`src/hdl/shp_pkg.sv`:
```
`default_nettype none
// ----------------------------------------------------------------------------
// shp_pkg: shared types and constants for the dual token bucket shaper
// Item payloads, register map, operation and result codes, controller
// states and the command/status bundles between controller and datapath.
// ----------------------------------------------------------------------------
package shp_pkg;

  // Field widths
  localparam int LEN_W   = 16;
  localparam int TAG_W   = 16;
  localparam int PTOK_W  = 20;
  localparam int BINC_W  = 40;
  localparam int BTOK_W  = 42;
  localparam int OVH_W   = 10;
  localparam int ENTRY_W = TAG_W + LEN_W;

  // APB map: one 64-bit register every 8 bytes
  localparam int ADDR_W = 6;
  localparam int DATA_W = 64;

  localparam logic [2:0] REG_PKT_ON   = 3'd0;
  localparam logic [2:0] REG_BYTE_ON  = 3'd1;
  localparam logic [2:0] REG_PKT_INC  = 3'd2;
  localparam logic [2:0] REG_BYTE_INC = 3'd3;
  localparam logic [2:0] REG_OVERHEAD = 3'd4;

  // Reset values of the registers
  localparam logic [PTOK_W-1:0] PKT_INC_RST  = 20'd1;
  localparam logic [BINC_W-1:0] BYTE_INC_RST = 40'd12500;

  // Smallest byte increment honored
  localparam logic [BINC_W-1:0] BYTE_INC_FLOOR = 40'd60;

  // Operation codes
  localparam logic [1:0] OP_ARRIVE    = 2'd0;
  localparam logic [1:0] OP_PKT_TICK  = 2'd1;
  localparam logic [1:0] OP_BYTE_TICK = 2'd2;
  localparam logic [1:0] OP_END       = 2'd3;

  // Result kinds
  localparam logic [1:0] KIND_RELEASE = 2'd0;
  localparam logic [1:0] KIND_EOS     = 2'd1;
  localparam logic [1:0] KIND_DROP    = 2'd2;

  typedef struct packed {
    logic [1:0]       operation;
    logic [LEN_W-1:0] packet_length;
    logic [TAG_W-1:0] packet_tag;
  } in_item_t;

  typedef struct packed {
    logic [1:0]       result_kind;
    logic [TAG_W-1:0] out_tag;
    logic [LEN_W-1:0] out_length;
    logic             last;
  } out_item_t;

  typedef struct packed {
    logic              pkt_on;
    logic              byte_on;
    logic [PTOK_W-1:0] pkt_inc;
    logic [BINC_W-1:0] byte_inc;
    logic [OVH_W-1:0]  overhead;
  } shp_cfg_t;

  typedef enum logic [1:0] {
    ST_IDLE,
    ST_EXEC,
    ST_DRAIN
  } state_t;

  // Controller -> datapath
  typedef struct packed {
    logic load;        // capture accepted item
    logic enqueue;     // write item into backlog
    logic emit_drop;   // output a drop result
    logic refill_pkt;
    logic refill_byte;
    logic mark_end;
    logic emit_eos;
    logic rel;         // release head of backlog
  } shp_cmd_t;

  // Datapath -> controller
  typedef struct packed {
    logic [1:0] op;
    logic       full;
    logic       empty;
    logic       can_rel;      // buckets allow a release now
    logic       ended;
    logic       eos_pending;  // stream ended, end result not yet sent
    logic       slot_free;    // output register can take a result
  } shp_sts_t;

endpackage
`default_nettype wire

```
`src/hdl/shp_regs.sv`:
```
`default_nettype none
// ----------------------------------------------------------------------------
// shp_regs: APB configuration registers
// Five registers at 8-byte spacing; writes in the access phase, reads
// return the stored value. Unmapped addresses read zero and ignore writes.
// ----------------------------------------------------------------------------
module shp_regs (
  input  wire logic                        clk,
  input  wire logic                        rst,
  input  wire logic                        psel,
  input  wire logic                        penable,
  input  wire logic                        pwrite,
  input  wire logic [shp_pkg::ADDR_W-1:0]  paddr,
  input  wire logic [shp_pkg::DATA_W-1:0]  pwdata,
  output logic      [shp_pkg::DATA_W-1:0]  prdata,
  output logic                             pready,
  output shp_pkg::shp_cfg_t                cfg
);

  logic       wr_en;
  logic [2:0] reg_idx;

  assign pready  = 1'b1;
  assign reg_idx = paddr[shp_pkg::ADDR_W-1:3];
  assign wr_en   = psel && penable && pwrite;

  // Register writes
  always_ff @(posedge clk) begin
    if (rst) begin
      cfg.pkt_on   <= 1'b1;
      cfg.byte_on  <= 1'b1;
      cfg.pkt_inc  <= shp_pkg::PKT_INC_RST;
      cfg.byte_inc <= shp_pkg::BYTE_INC_RST;
      cfg.overhead <= '0;
    end else if (wr_en) begin
      case (reg_idx)
        shp_pkg::REG_PKT_ON:   cfg.pkt_on   <= pwdata[0];
        shp_pkg::REG_BYTE_ON:  cfg.byte_on  <= pwdata[0];
        shp_pkg::REG_PKT_INC:  cfg.pkt_inc  <= pwdata[shp_pkg::PTOK_W-1:0];
        shp_pkg::REG_BYTE_INC: cfg.byte_inc <= pwdata[shp_pkg::BINC_W-1:0];
        shp_pkg::REG_OVERHEAD: cfg.overhead <= pwdata[shp_pkg::OVH_W-1:0];
        default: ;
      endcase
    end
  end

  // Read mux
  always_comb begin
    prdata = '0;
    case (reg_idx)
      shp_pkg::REG_PKT_ON:   prdata[0] = cfg.pkt_on;
      shp_pkg::REG_BYTE_ON:  prdata[0] = cfg.byte_on;
      shp_pkg::REG_PKT_INC:  prdata[shp_pkg::PTOK_W-1:0] = cfg.pkt_inc;
      shp_pkg::REG_BYTE_INC: prdata[shp_pkg::BINC_W-1:0] = cfg.byte_inc;
      shp_pkg::REG_OVERHEAD: prdata[shp_pkg::OVH_W-1:0] = cfg.overhead;
      default: prdata = '0;
    endcase
  end

endmodule
`default_nettype wire

```
`src/hdl/shp_dp.sv`:
```
`default_nettype none
// ----------------------------------------------------------------------------
// shp_dp: shaper datapath
// Item capture, both token buckets, the backlog ring buffer and the
// result output register. Acts only on controller commands.
// ----------------------------------------------------------------------------
module shp_dp #(
  parameter int BACKLOG_DEPTH = 32
) (
  input  wire logic               clk,
  input  wire logic               rst,
  input  wire shp_pkg::shp_cfg_t  cfg,
  input  wire shp_pkg::in_item_t  item,
  input  wire shp_pkg::shp_cmd_t  cmd,
  output shp_pkg::shp_sts_t       sts,
  output logic                    result_valid,
  input  wire logic               result_ready,
  output shp_pkg::out_item_t      result
);

  localparam int AW = (BACKLOG_DEPTH > 1) ? $clog2(BACKLOG_DEPTH) : 1;
  localparam int CW = $clog2(BACKLOG_DEPTH + 1);
  localparam logic [CW-1:0] DEPTH_C  = CW'(BACKLOG_DEPTH);
  localparam logic [AW:0]   DEPTH_T  = (AW+1)'(BACKLOG_DEPTH);
  localparam logic [AW-1:0] LAST_IDX = AW'(BACKLOG_DEPTH - 1);

  // Captured item
  logic [1:0]                op;
  logic [shp_pkg::LEN_W-1:0] len;
  logic [shp_pkg::TAG_W-1:0] tag;

  // Bucket and backlog state
  logic        [shp_pkg::PTOK_W-1:0] ptok;
  logic signed [shp_pkg::BTOK_W-1:0] btok;
  logic        [AW-1:0]              head;
  logic        [AW-1:0]              head_next;
  logic        [CW-1:0]              count;
  logic                              ended;
  logic                              eos_sent;

  // Backlog memory, registered read of the head entry
  logic [shp_pkg::ENTRY_W-1:0] mem [BACKLOG_DEPTH];
  logic [shp_pkg::ENTRY_W-1:0] rd_data;
  logic [shp_pkg::ENTRY_W-1:0] wr_data;
  logic [AW:0]                 tail_sum;
  logic [AW-1:0]               tail;

  logic                              emit;
  logic                              pkt_ok;
  logic                              byte_ok;
  logic                              can_rel;
  logic [shp_pkg::LEN_W-1:0]         rd_len;
  logic [shp_pkg::TAG_W-1:0]         rd_tag;
  logic [shp_pkg::LEN_W:0]           charge;
  logic signed [shp_pkg::BTOK_W-1:0] btok_after;
  logic                              after_ok;
  logic                              rel_last;
  logic [shp_pkg::BINC_W-1:0]        binc_eff;
  logic signed [shp_pkg::BTOK_W-1:0] binc_s;
  logic [shp_pkg::PTOK_W-1:0]        pinc_eff;

  // Item capture
  always_ff @(posedge clk) begin
    if (cmd.load) begin
      op  <= item.operation;
      len <= item.packet_length;
      tag <= item.packet_tag;
    end
  end

  // Tail position of the ring
  assign tail_sum = {1'b0, head} + {1'b0, count[AW-1:0]};
  assign tail     = (tail_sum >= DEPTH_T) ? AW'(tail_sum - DEPTH_T) : tail_sum[AW-1:0];
  assign wr_data  = {tag, len};

  assign head_next = !cmd.rel ? head : (head == LAST_IDX) ? '0 : head + 1'b1;

  // Memory: write on enqueue, read the next head with write-through
  always_ff @(posedge clk) begin
    if (cmd.enqueue) begin
      mem[tail] <= wr_data;
    end
    if (cmd.enqueue && (tail == head_next)) begin
      rd_data <= wr_data;
    end else begin
      rd_data <= mem[head_next];
    end
  end

  assign rd_tag = rd_data[shp_pkg::ENTRY_W-1:shp_pkg::LEN_W];
  assign rd_len = rd_data[shp_pkg::LEN_W-1:0];

  // Release test and the state after a release
  assign pkt_ok     = !cfg.pkt_on || (ptok != '0);
  assign byte_ok    = !cfg.byte_on || (btok > 0);
  assign can_rel    = pkt_ok && byte_ok;
  assign charge     = {1'b0, rd_len} + (shp_pkg::LEN_W+1)'(cfg.overhead);
  assign btok_after = btok - $signed(shp_pkg::BTOK_W'(charge));
  assign after_ok   = (!cfg.pkt_on || (ptok != shp_pkg::PTOK_W'(1)))
                   && (!cfg.byte_on || (btok_after > 0));
  // Last if nothing can follow: more backlog but blocked, or empty with no end pending
  assign rel_last   = (count == CW'(1)) ? !(ended && !eos_sent) : !after_ok;

  // Effective increments
  assign pinc_eff = (cfg.pkt_inc == '0) ? shp_pkg::PTOK_W'(1) : cfg.pkt_inc;
  assign binc_eff = (cfg.byte_inc < shp_pkg::BYTE_INC_FLOOR) ? shp_pkg::BYTE_INC_FLOOR
                                                             : cfg.byte_inc;
  assign binc_s   = $signed({2'b00, binc_eff});

  // Buckets, backlog pointers and stream flags
  always_ff @(posedge clk) begin
    if (rst) begin
      ptok     <= '0;
      btok     <= '0;
      head     <= '0;
      count    <= '0;
      ended    <= 1'b0;
      eos_sent <= 1'b0;
    end else begin
      head <= head_next;
      if (cmd.enqueue) begin
        count <= count + 1'b1;
      end else if (cmd.rel) begin
        count <= count - 1'b1;
      end
      // A tick always lands at the increment when the bucket holds tokens
      if (cmd.refill_pkt) begin
        ptok <= pinc_eff;
      end else if (cmd.rel && cfg.pkt_on) begin
        ptok <= ptok - 1'b1;
      end
      if (cmd.refill_byte) begin
        btok <= (btok > 0) ? binc_s : btok + binc_s;
      end else if (cmd.rel && cfg.byte_on) begin
        btok <= btok_after;
      end
      if (cmd.mark_end) begin
        ended <= 1'b1;
      end
      if (cmd.emit_eos) begin
        eos_sent <= 1'b1;
      end
    end
  end

  // Output register
  assign emit = cmd.emit_drop || cmd.emit_eos || cmd.rel;

  always_ff @(posedge clk) begin
    if (rst) begin
      result_valid <= 1'b0;
    end else if (emit) begin
      result_valid <= 1'b1;
    end else if (result_ready) begin
      result_valid <= 1'b0;
    end
  end

  always_ff @(posedge clk) begin
    if (cmd.emit_drop) begin
      result.result_kind <= shp_pkg::KIND_DROP;
      result.out_tag     <= tag;
      result.out_length  <= len;
      result.last        <= !can_rel;
    end else if (cmd.emit_eos) begin
      result.result_kind <= shp_pkg::KIND_EOS;
      result.out_tag     <= '0;
      result.out_length  <= '0;
      result.last        <= 1'b1;
    end else if (cmd.rel) begin
      result.result_kind <= shp_pkg::KIND_RELEASE;
      result.out_tag     <= rd_tag;
      result.out_length  <= rd_len;
      result.last        <= rel_last;
    end
  end

  // Status
  always_comb begin
    sts.op          = op;
    sts.full        = (count >= DEPTH_C);
    sts.empty       = (count == '0);
    sts.can_rel     = can_rel;
    sts.ended       = ended;
    sts.eos_pending = ended && !eos_sent;
    sts.slot_free   = !result_valid || result_ready;
  end

`ifndef ASSERT_OFF
  a_count_bound: assert property (@(posedge clk) disable iff (rst)
    count <= DEPTH_C)
    else $error("backlog count exceeds depth");
  a_rel_nonempty: assert property (@(posedge clk) disable iff (rst)
    cmd.rel |-> (count != '0) && can_rel)
    else $error("release from empty or blocked backlog");
  a_no_overwrite: assert property (@(posedge clk) disable iff (rst)
    (emit && result_valid) |-> result_ready)
    else $error("result overwritten before taken");
  a_eos_after_end: assert property (@(posedge clk) disable iff (rst)
    eos_sent |-> ended)
    else $error("end result sent before stream ended");
`endif

endmodule
`default_nettype wire

```
`src/hdl/shp_ctrl.sv`:
```
`default_nettype none
// ----------------------------------------------------------------------------
// shp_ctrl: shaper controller
// Accepts one item, runs its operation, then after an arrival or tick drains
// the backlog one release per cycle while output is free; emits the end result when due.
// ----------------------------------------------------------------------------
module shp_ctrl (
  input  wire logic               clk,
  input  wire logic               rst,
  input  wire logic               item_valid,
  output logic                    item_ready,
  input  wire shp_pkg::shp_sts_t  sts,
  output shp_pkg::shp_cmd_t       cmd
);

  shp_pkg::state_t state;
  shp_pkg::state_t state_next;

  always_ff @(posedge clk) begin
    if (rst) begin
      state <= shp_pkg::ST_IDLE;
    end else begin
      state <= state_next;
    end
  end

  // Next state
  always_comb begin
    state_next = state;
    case (state)
      shp_pkg::ST_IDLE: begin
        if (item_valid) begin
          state_next = shp_pkg::ST_EXEC;
        end
      end
      shp_pkg::ST_EXEC: begin
        case (sts.op)
          shp_pkg::OP_ARRIVE: begin
            if (!sts.full || sts.slot_free) begin
              state_next = shp_pkg::ST_DRAIN;
            end
          end
          shp_pkg::OP_END: begin
            if (sts.ended || !sts.empty || sts.slot_free) begin
              state_next = shp_pkg::ST_IDLE;
            end
          end
          default: state_next = shp_pkg::ST_DRAIN;
        endcase
      end
      shp_pkg::ST_DRAIN: begin
        if (!sts.empty && sts.can_rel) begin
          state_next = shp_pkg::ST_DRAIN;
        end else if (sts.empty && sts.eos_pending) begin
          if (sts.slot_free) begin
            state_next = shp_pkg::ST_IDLE;
          end
        end else begin
          state_next = shp_pkg::ST_IDLE;
        end
      end
      default: state_next = shp_pkg::ST_IDLE;
    endcase
  end

  // Commands
  always_comb begin
    cmd        = '0;
    item_ready = 1'b0;
    case (state)
      shp_pkg::ST_IDLE: begin
        item_ready = 1'b1;
        cmd.load   = item_valid;
      end
      shp_pkg::ST_EXEC: begin
        case (sts.op)
          shp_pkg::OP_ARRIVE: begin
            cmd.enqueue   = !sts.full;
            cmd.emit_drop = sts.full && sts.slot_free;
          end
          shp_pkg::OP_PKT_TICK:  cmd.refill_pkt  = 1'b1;
          shp_pkg::OP_BYTE_TICK: cmd.refill_byte = 1'b1;
          shp_pkg::OP_END: begin
            if (!sts.ended) begin
              if (!sts.empty) begin
                cmd.mark_end = 1'b1;
              end else if (sts.slot_free) begin
                cmd.mark_end = 1'b1;
                cmd.emit_eos = 1'b1;
              end
            end
          end
          default: ;
        endcase
      end
      shp_pkg::ST_DRAIN: begin
        if (!sts.empty && sts.can_rel) begin
          cmd.rel = sts.slot_free;
        end else if (sts.empty && sts.eos_pending) begin
          cmd.emit_eos = sts.slot_free;
        end
      end
      default: ;
    endcase
  end

`ifndef ASSERT_OFF
  a_accept_exec: assert property (@(posedge clk) disable iff (rst)
    (item_valid && item_ready) |=> (state == shp_pkg::ST_EXEC))
    else $error("accepted item not executed");
  a_one_emit: assert property (@(posedge clk) disable iff (rst)
    $countones({cmd.emit_drop, cmd.emit_eos, cmd.rel}) <= 1)
    else $error("two results in one cycle");
  a_exec_leaves: assert property (@(posedge clk) disable iff (rst)
    (state == shp_pkg::ST_EXEC && sts.op != shp_pkg::OP_ARRIVE
     && sts.op != shp_pkg::OP_END) |=> (state == shp_pkg::ST_DRAIN))
    else $error("tick did not move to drain");
`endif

endmodule
`default_nettype wire

```
`src/hdl/dual_token_bucket_shaper.sv`:
```
`default_nettype none
// ----------------------------------------------------------------------------
// dual_token_bucket_shaper: packet shaper with packet and byte token buckets
// Arrivals queue in a ring backlog (dropped when full) and leave in order
// while both enabled buckets allow; refill ticks top up the buckets; end of
// stream is reported once the backlog has emptied.
//
//   channel   signals                          direction
//   item      item_valid/item_ready/item       in   (operation, length, tag)
//   result    result_valid/result_ready/result out  (kind, tag, length, last)
//   config    psel/penable/pwrite/paddr/...    APB, 64-bit, 8-byte stride
//
// An item is accepted in the idle state and run in the execute state; one
// item at a time. An arrival or tick then drains, releasing while the output
// register is free, until the backlog is empty or blocked or the end result
// is sent. End of stream goes back to idle from execute, where drops leave.
// Synchronous reset empties the backlog and clears both buckets; no clear
// pass. A result waiting in the output register holds further results.
// ----------------------------------------------------------------------------
module dual_token_bucket_shaper #(
  parameter int BACKLOG_DEPTH = 32
) (
  input  wire logic                        clk,
  input  wire logic                        rst,
  input  wire logic                        item_valid,
  output logic                             item_ready,
  input  wire shp_pkg::in_item_t           item,
  output logic                             result_valid,
  input  wire logic                        result_ready,
  output shp_pkg::out_item_t               result,
  input  wire logic                        psel,
  input  wire logic                        penable,
  input  wire logic                        pwrite,
  input  wire logic [shp_pkg::ADDR_W-1:0]  paddr,
  input  wire logic [shp_pkg::DATA_W-1:0]  pwdata,
  output logic      [shp_pkg::DATA_W-1:0]  prdata,
  output logic                             pready
);

  shp_pkg::shp_cfg_t cfg;
  shp_pkg::shp_cmd_t cmd;
  shp_pkg::shp_sts_t sts;

  shp_regs u_regs (
    .clk     (clk),
    .rst     (rst),
    .psel    (psel),
    .penable (penable),
    .pwrite  (pwrite),
    .paddr   (paddr),
    .pwdata  (pwdata),
    .prdata  (prdata),
    .pready  (pready),
    .cfg     (cfg)
  );

  shp_ctrl u_ctrl (
    .clk        (clk),
    .rst        (rst),
    .item_valid (item_valid),
    .item_ready (item_ready),
    .sts        (sts),
    .cmd        (cmd)
  );

  shp_dp #(
    .BACKLOG_DEPTH (BACKLOG_DEPTH)
  ) u_dp (
    .clk          (clk),
    .rst          (rst),
    .cfg          (cfg),
    .item         (item),
    .cmd          (cmd),
    .sts          (sts),
    .result_valid (result_valid),
    .result_ready (result_ready),
    .result       (result)
  );

endmodule
`default_nettype wire
```
`config.mk`:
```
export PLATFORM = sky130hd
export DESIGN_NAME = dual_token_bucket_shaper
export DESIGN_NICKNAME = d
export VERILOG_FILES = /design/src/hdl/shp_pkg.sv /design/src/hdl/shp_regs.sv /design/src/hdl/shp_dp.sv /design/src/hdl/shp_ctrl.sv /design/src/hdl/dual_token_bucket_shaper.sv
export SDC_FILE = /design/constraint.sdc
export NUM_CORES = 2
export LEC_CHECK = 0
export ABC_AREA = 1
export ABC_CLOCK_PERIOD_IN_PS = 6100
export BUFFER_PORTS_ARGS = -buffer_cell sky130_fd_sc_hd__clkbuf_2
export CAP_MARGIN = 5
export CORE_ASPECT_RATIO = 0.9
export CORE_MARGIN = 1
export CORE_UTILIZATION = 50
export CTS_CLUSTER_DIAMETER = 200
export DETAILED_ROUTE_END_ITERATION = 10
export PLACE_DENSITY = 0.71
export SYNTH_ARGS = -nofsm -noshare
export SYNTH_HDL_FRONTEND = slang
export SYNTH_SLANG_ARGS = --single-unit
```
`constraint.sdc`:
```
create_clock -name clk -period 6.1 [get_ports clk]
set_input_delay 0.915 -clock clk [delete_from_list [all_inputs] [get_ports clk]]
set_output_delay 0.915 -clock clk [all_outputs]
set_load 0.005 [all_outputs]
```
==> results.md <==
* Area grow syn2layout at 14.2%
* Sw frac at 0.336
* Cell leakage power at about 0.024 uW
* Initial DRC Count at 5799
* Synthesized instance count at between 5000 and 6000
* DP Worst Slack at -0.146 ns
* Post-route ant nets at 0
* CTS tree: yes
* Maxcap violations at 0
* CTS root buffer: clkbuf_16
* Routed wl met2 at slightly above 80 mm
* Number of hold buffers added after cts at 0
* Clock Sinks at between 1000 and 1500
* Largest stage delay, worst path at 0.45 ns
* Routability cong. at a little under 1
* Register area share after synthesis at 0.641
* Clk pwr share at 0.299
* Longest Clk Path Bufs at 3
* Max FO, Critical Path at 10
* Final Hold Fails at 0
* Critical path data arrival time at between 6 and 7 ns
* Starting density of the core at 0.504
* Number of flops mapped to enable cells by yosys at 1091
* Multi-input logic area at about 18000 sq um
* # setup viols final at 0
* Worst reg2reg setup slack at between 0.07 and 0.08 ns
* Max-slew violations at 0
* Cell Pwr Density at 376 nW/um^2
* Die ar. at 113000 sq um
* Average wire per standard cell at between 20 and 25 microns
* H-tree depth at 3
* Async SR Flop Fraction at 0
* Crit share post-route at 0.988
* Slew at the pin closest to its max-slew limit at between 1 and 1.5 ns
* WL met1 at slightly below 70 mm
* Worst skew pair latency at about 0.78 ns
* CTS buffer count at 119
* Nets@finish at 5700
* Core area at 111000 sq um
* DR DRC count at 0
* IR drop worst, VDD at 0.307 mV
* Switch Pwr at between 8000 and 9000 uW
* Achievable Freq at roughly 0.17 GHz
* Internal power at 16000 uW
* Critical path's slowest cell: dfxtp_4
* Share of cells above drive strength 1 at 0.130
* First-pass GRT wire length at 252 mm
* Synth Flop Type: edfxtp_1
* Final Power at ~24000 uW
* CP Class: reg2reg
* Initial antenna violation count at 0
* Post-DP HPWL at roughly 110 mm
* Clock skew at approximately 0.086 ns
* Post-DR vias/cell at roughly 6.1
* Top Layer Used: met4
* Post-synthesis cell area at ~56000 sq um
* Row count at between 100 and 150
* All-Layer GR Usage at 0.298
* Synth Register Bits at roughly 1200
* Fin Hold WS at a little over 0.3 ns
* Power share of the sequential group at 0.417
* Antenna Diode Count at 0
* Vias in the first global route at 39560
* HP Class: in2reg
* Slew Limit Headroom at 0.129
* Register area at about 36000 sq um
* Detailed-routing iteration count for the pre-antenna-repair pass at 6
* Ports at around 210
* Die Ht at ~320 microns
* Total wire length at between 150 and 200 mm
* Cell variety after synth at 59
* Grt total ovfl at 0
* Via count at about 43000
* Fill count at roughly 9100
* Clock transition at path regs at roughly 0.060 ns
* PortBufs at 160
* Setup crit end kind: register
* Status: finished, final reports clean
* CP most frequent cell: nand2_1
* RSZ-0062 raised after global routing: yes
* Largest net degree at the start of global routing at approximately 110
* Worst Path Required at between 6 and 7 ns
* CP Launch Type: register
* Worst Setup Slack, final at 0.0728 ns
* Comb pwr share at 0.284
* Number of synthesis warnings at 0
* Routed length on met3 at 17.0 mm
* Minimum clock period at ~6 ns
* Die Wd at 355 microns
* Syn Area/Cell at 10.6 sq um
-- per-layer routing --
layer  vias up  GRT usage
met2      2431      0.474
met5         -          0
met4         0      0.122
met1     20658      0.406
met3       403     0.0524
li1      19413          -
-- cells in the final DEF (no fill, tap or decap), types with 152 or more instances in the layout --
master,instances
o21ai_0,463
a21oi_1,419
buf_4,213
nor2_1,601
dfxtp_1,152
inv_1,318
edfxtp_1,1091
nand3_1,170
clkbuf_2,160
nand2_1,855
-- power by group through the flow --
stage                     Clock, uW  Sequential [uW]  Combinational, uW
after floorplan                   0            10100               4030
after global placement            0            10200               6180
after detailed placement          0            10200               6270
after CTS                      7250            10000               6340
after global routing           7570            10100               7470
final                          7200            10000               6830
-- state kept, by name (all words and copies together) (netlist names), 5 cells and up, named ones only --
| register | count |
|---|---|
| u_dp.result | 35 |
| u_dp.mem | 1024 |
| u_dp.tag | 16 |
| u_dp.btok | 42 |
| u_regs.cfg | 72 |
| u_dp.head | 5 |
| u_dp.ptok | 20 |
| u_dp.count | 6 |
| u_dp.len | 16 |
-- cells by family (layout without fill, tap and decap cells) --
kind of cell	Yosys count	count (layout)	share of synthesized area
AND/OR/NAND/NOR	1826	1826	0.133
AO/OA/AOI/OAI	1382	1382	0.148
flip-flops	1248	1248	0.641
buffers and inverters	695	979	0.0498
adder cells (fa/ha/maj)	86	86	0.0197
XOR/XNOR	60	60	0.00938
other	2	25	0.000134
-- worst max-delay path, delay by kind of cell, from the launching register on --
family | cells | cell delay [ns]
AO/OA/AOI/OAI | 8 | 1.23
XOR/XNOR | 1 | 0.20
adder cells (fa/ha/maj) | 2 | 0.69
buffers and inverters | 6 | 0.75
flip-flops | 1 | 0.45
AND/OR/NAND/NOR | 25 | 2.52
-- cell usage after synthesis, types with 3 or more instances --
cell      number  share of area
a32oi_1       41         0.0064
a31oi_1       23         0.0026
xor2_1        43         0.0067
nand2_4        3        0.00060
o22ai_1       41         0.0046
a21oi_1      426          0.038
fa_1           4         0.0014
or2_2          3        0.00033
o221ai_1     103          0.016
inv_1        326          0.022
inv_2         16         0.0011
buf_4         28         0.0038
o31ai_1       16         0.0021
a22oi_1       33         0.0044
nand4_1       52         0.0058
nand2_2        4        0.00045
a211oi_1      20         0.0027
nor3_1        33         0.0029
clkbuf_1     250          0.017
nand3_1      173          0.015
nor3_2         4        0.00071
a22o_1         9         0.0014
buf_1         21         0.0014
buf_2         47         0.0042
o211ai_1      40         0.0054
nor2_1       645          0.043
clkinv_1       4        0.00027
o21ai_1       17         0.0015
o21bai_1       8         0.0011
o21a_1        18         0.0024
o21ai_0      490          0.044
nand2_1      873          0.058
ha_1          82          0.018
xnor2_1       17         0.0027
a211o_1       18         0.0028
dfxtp_1      157          0.056
nand3b_1       9         0.0012
o311ai_0      21         0.0033
nor4_1        17         0.0019
a221oi_1      48         0.0075
edfxtp_1    1091           0.58
-- area by class of cell --
cell class / count / area share
well taps: 1475 / 0.0288
clock buffers: 147 / 0.0490
inverters: 347 / 0.0208
flip-flops and latches: 1248 / 0.561
repair buffers: 408 / 0.0490
multi-input cells: 3379 / 0.281
clock inverters: 77 / 0.00995
-- metrics by stage --
step	setup TNS (ns)	utilization	std cells	area, sq um
6_report	0	0.576	7081	64000
5_1_grt	-0.245	0.576	7081	64000
4_1_cts	0	0.568	7051	63200
3_5_place_dp	-0.146	0.533	6823	59300
3_3_place_gp	-0.0960	0.533	6823	59300
2_1_floorplan	0	-	5322	56100
-- path summary, 6_finish.rpt --
| kind | cells after the start | to | startpoint |
|---|---|---|---|
| worst min register to register | 2 | u_dp.eos_sent | u_dp.eos_sent |
| worst min-delay path | 1 | u_dp.len[7] | item[23] |
| worst max-delay path | 42 | u_dp.result[0] | register |
| worst max register to register | 42 | u_dp.result[0] | register |
-- repair_timing --
| action | 4_1_cts | 5_1_grt |
|---|---|---|
| pin swaps | 2 | 53 |
| buffers inserted | 3 | 20 |
| gates cloned | 1 | 10 |
| setup endpoints to repair | 1 | 16 |
| resized for setup | 6 | 129 |
(Power assumes the default switching activity.)
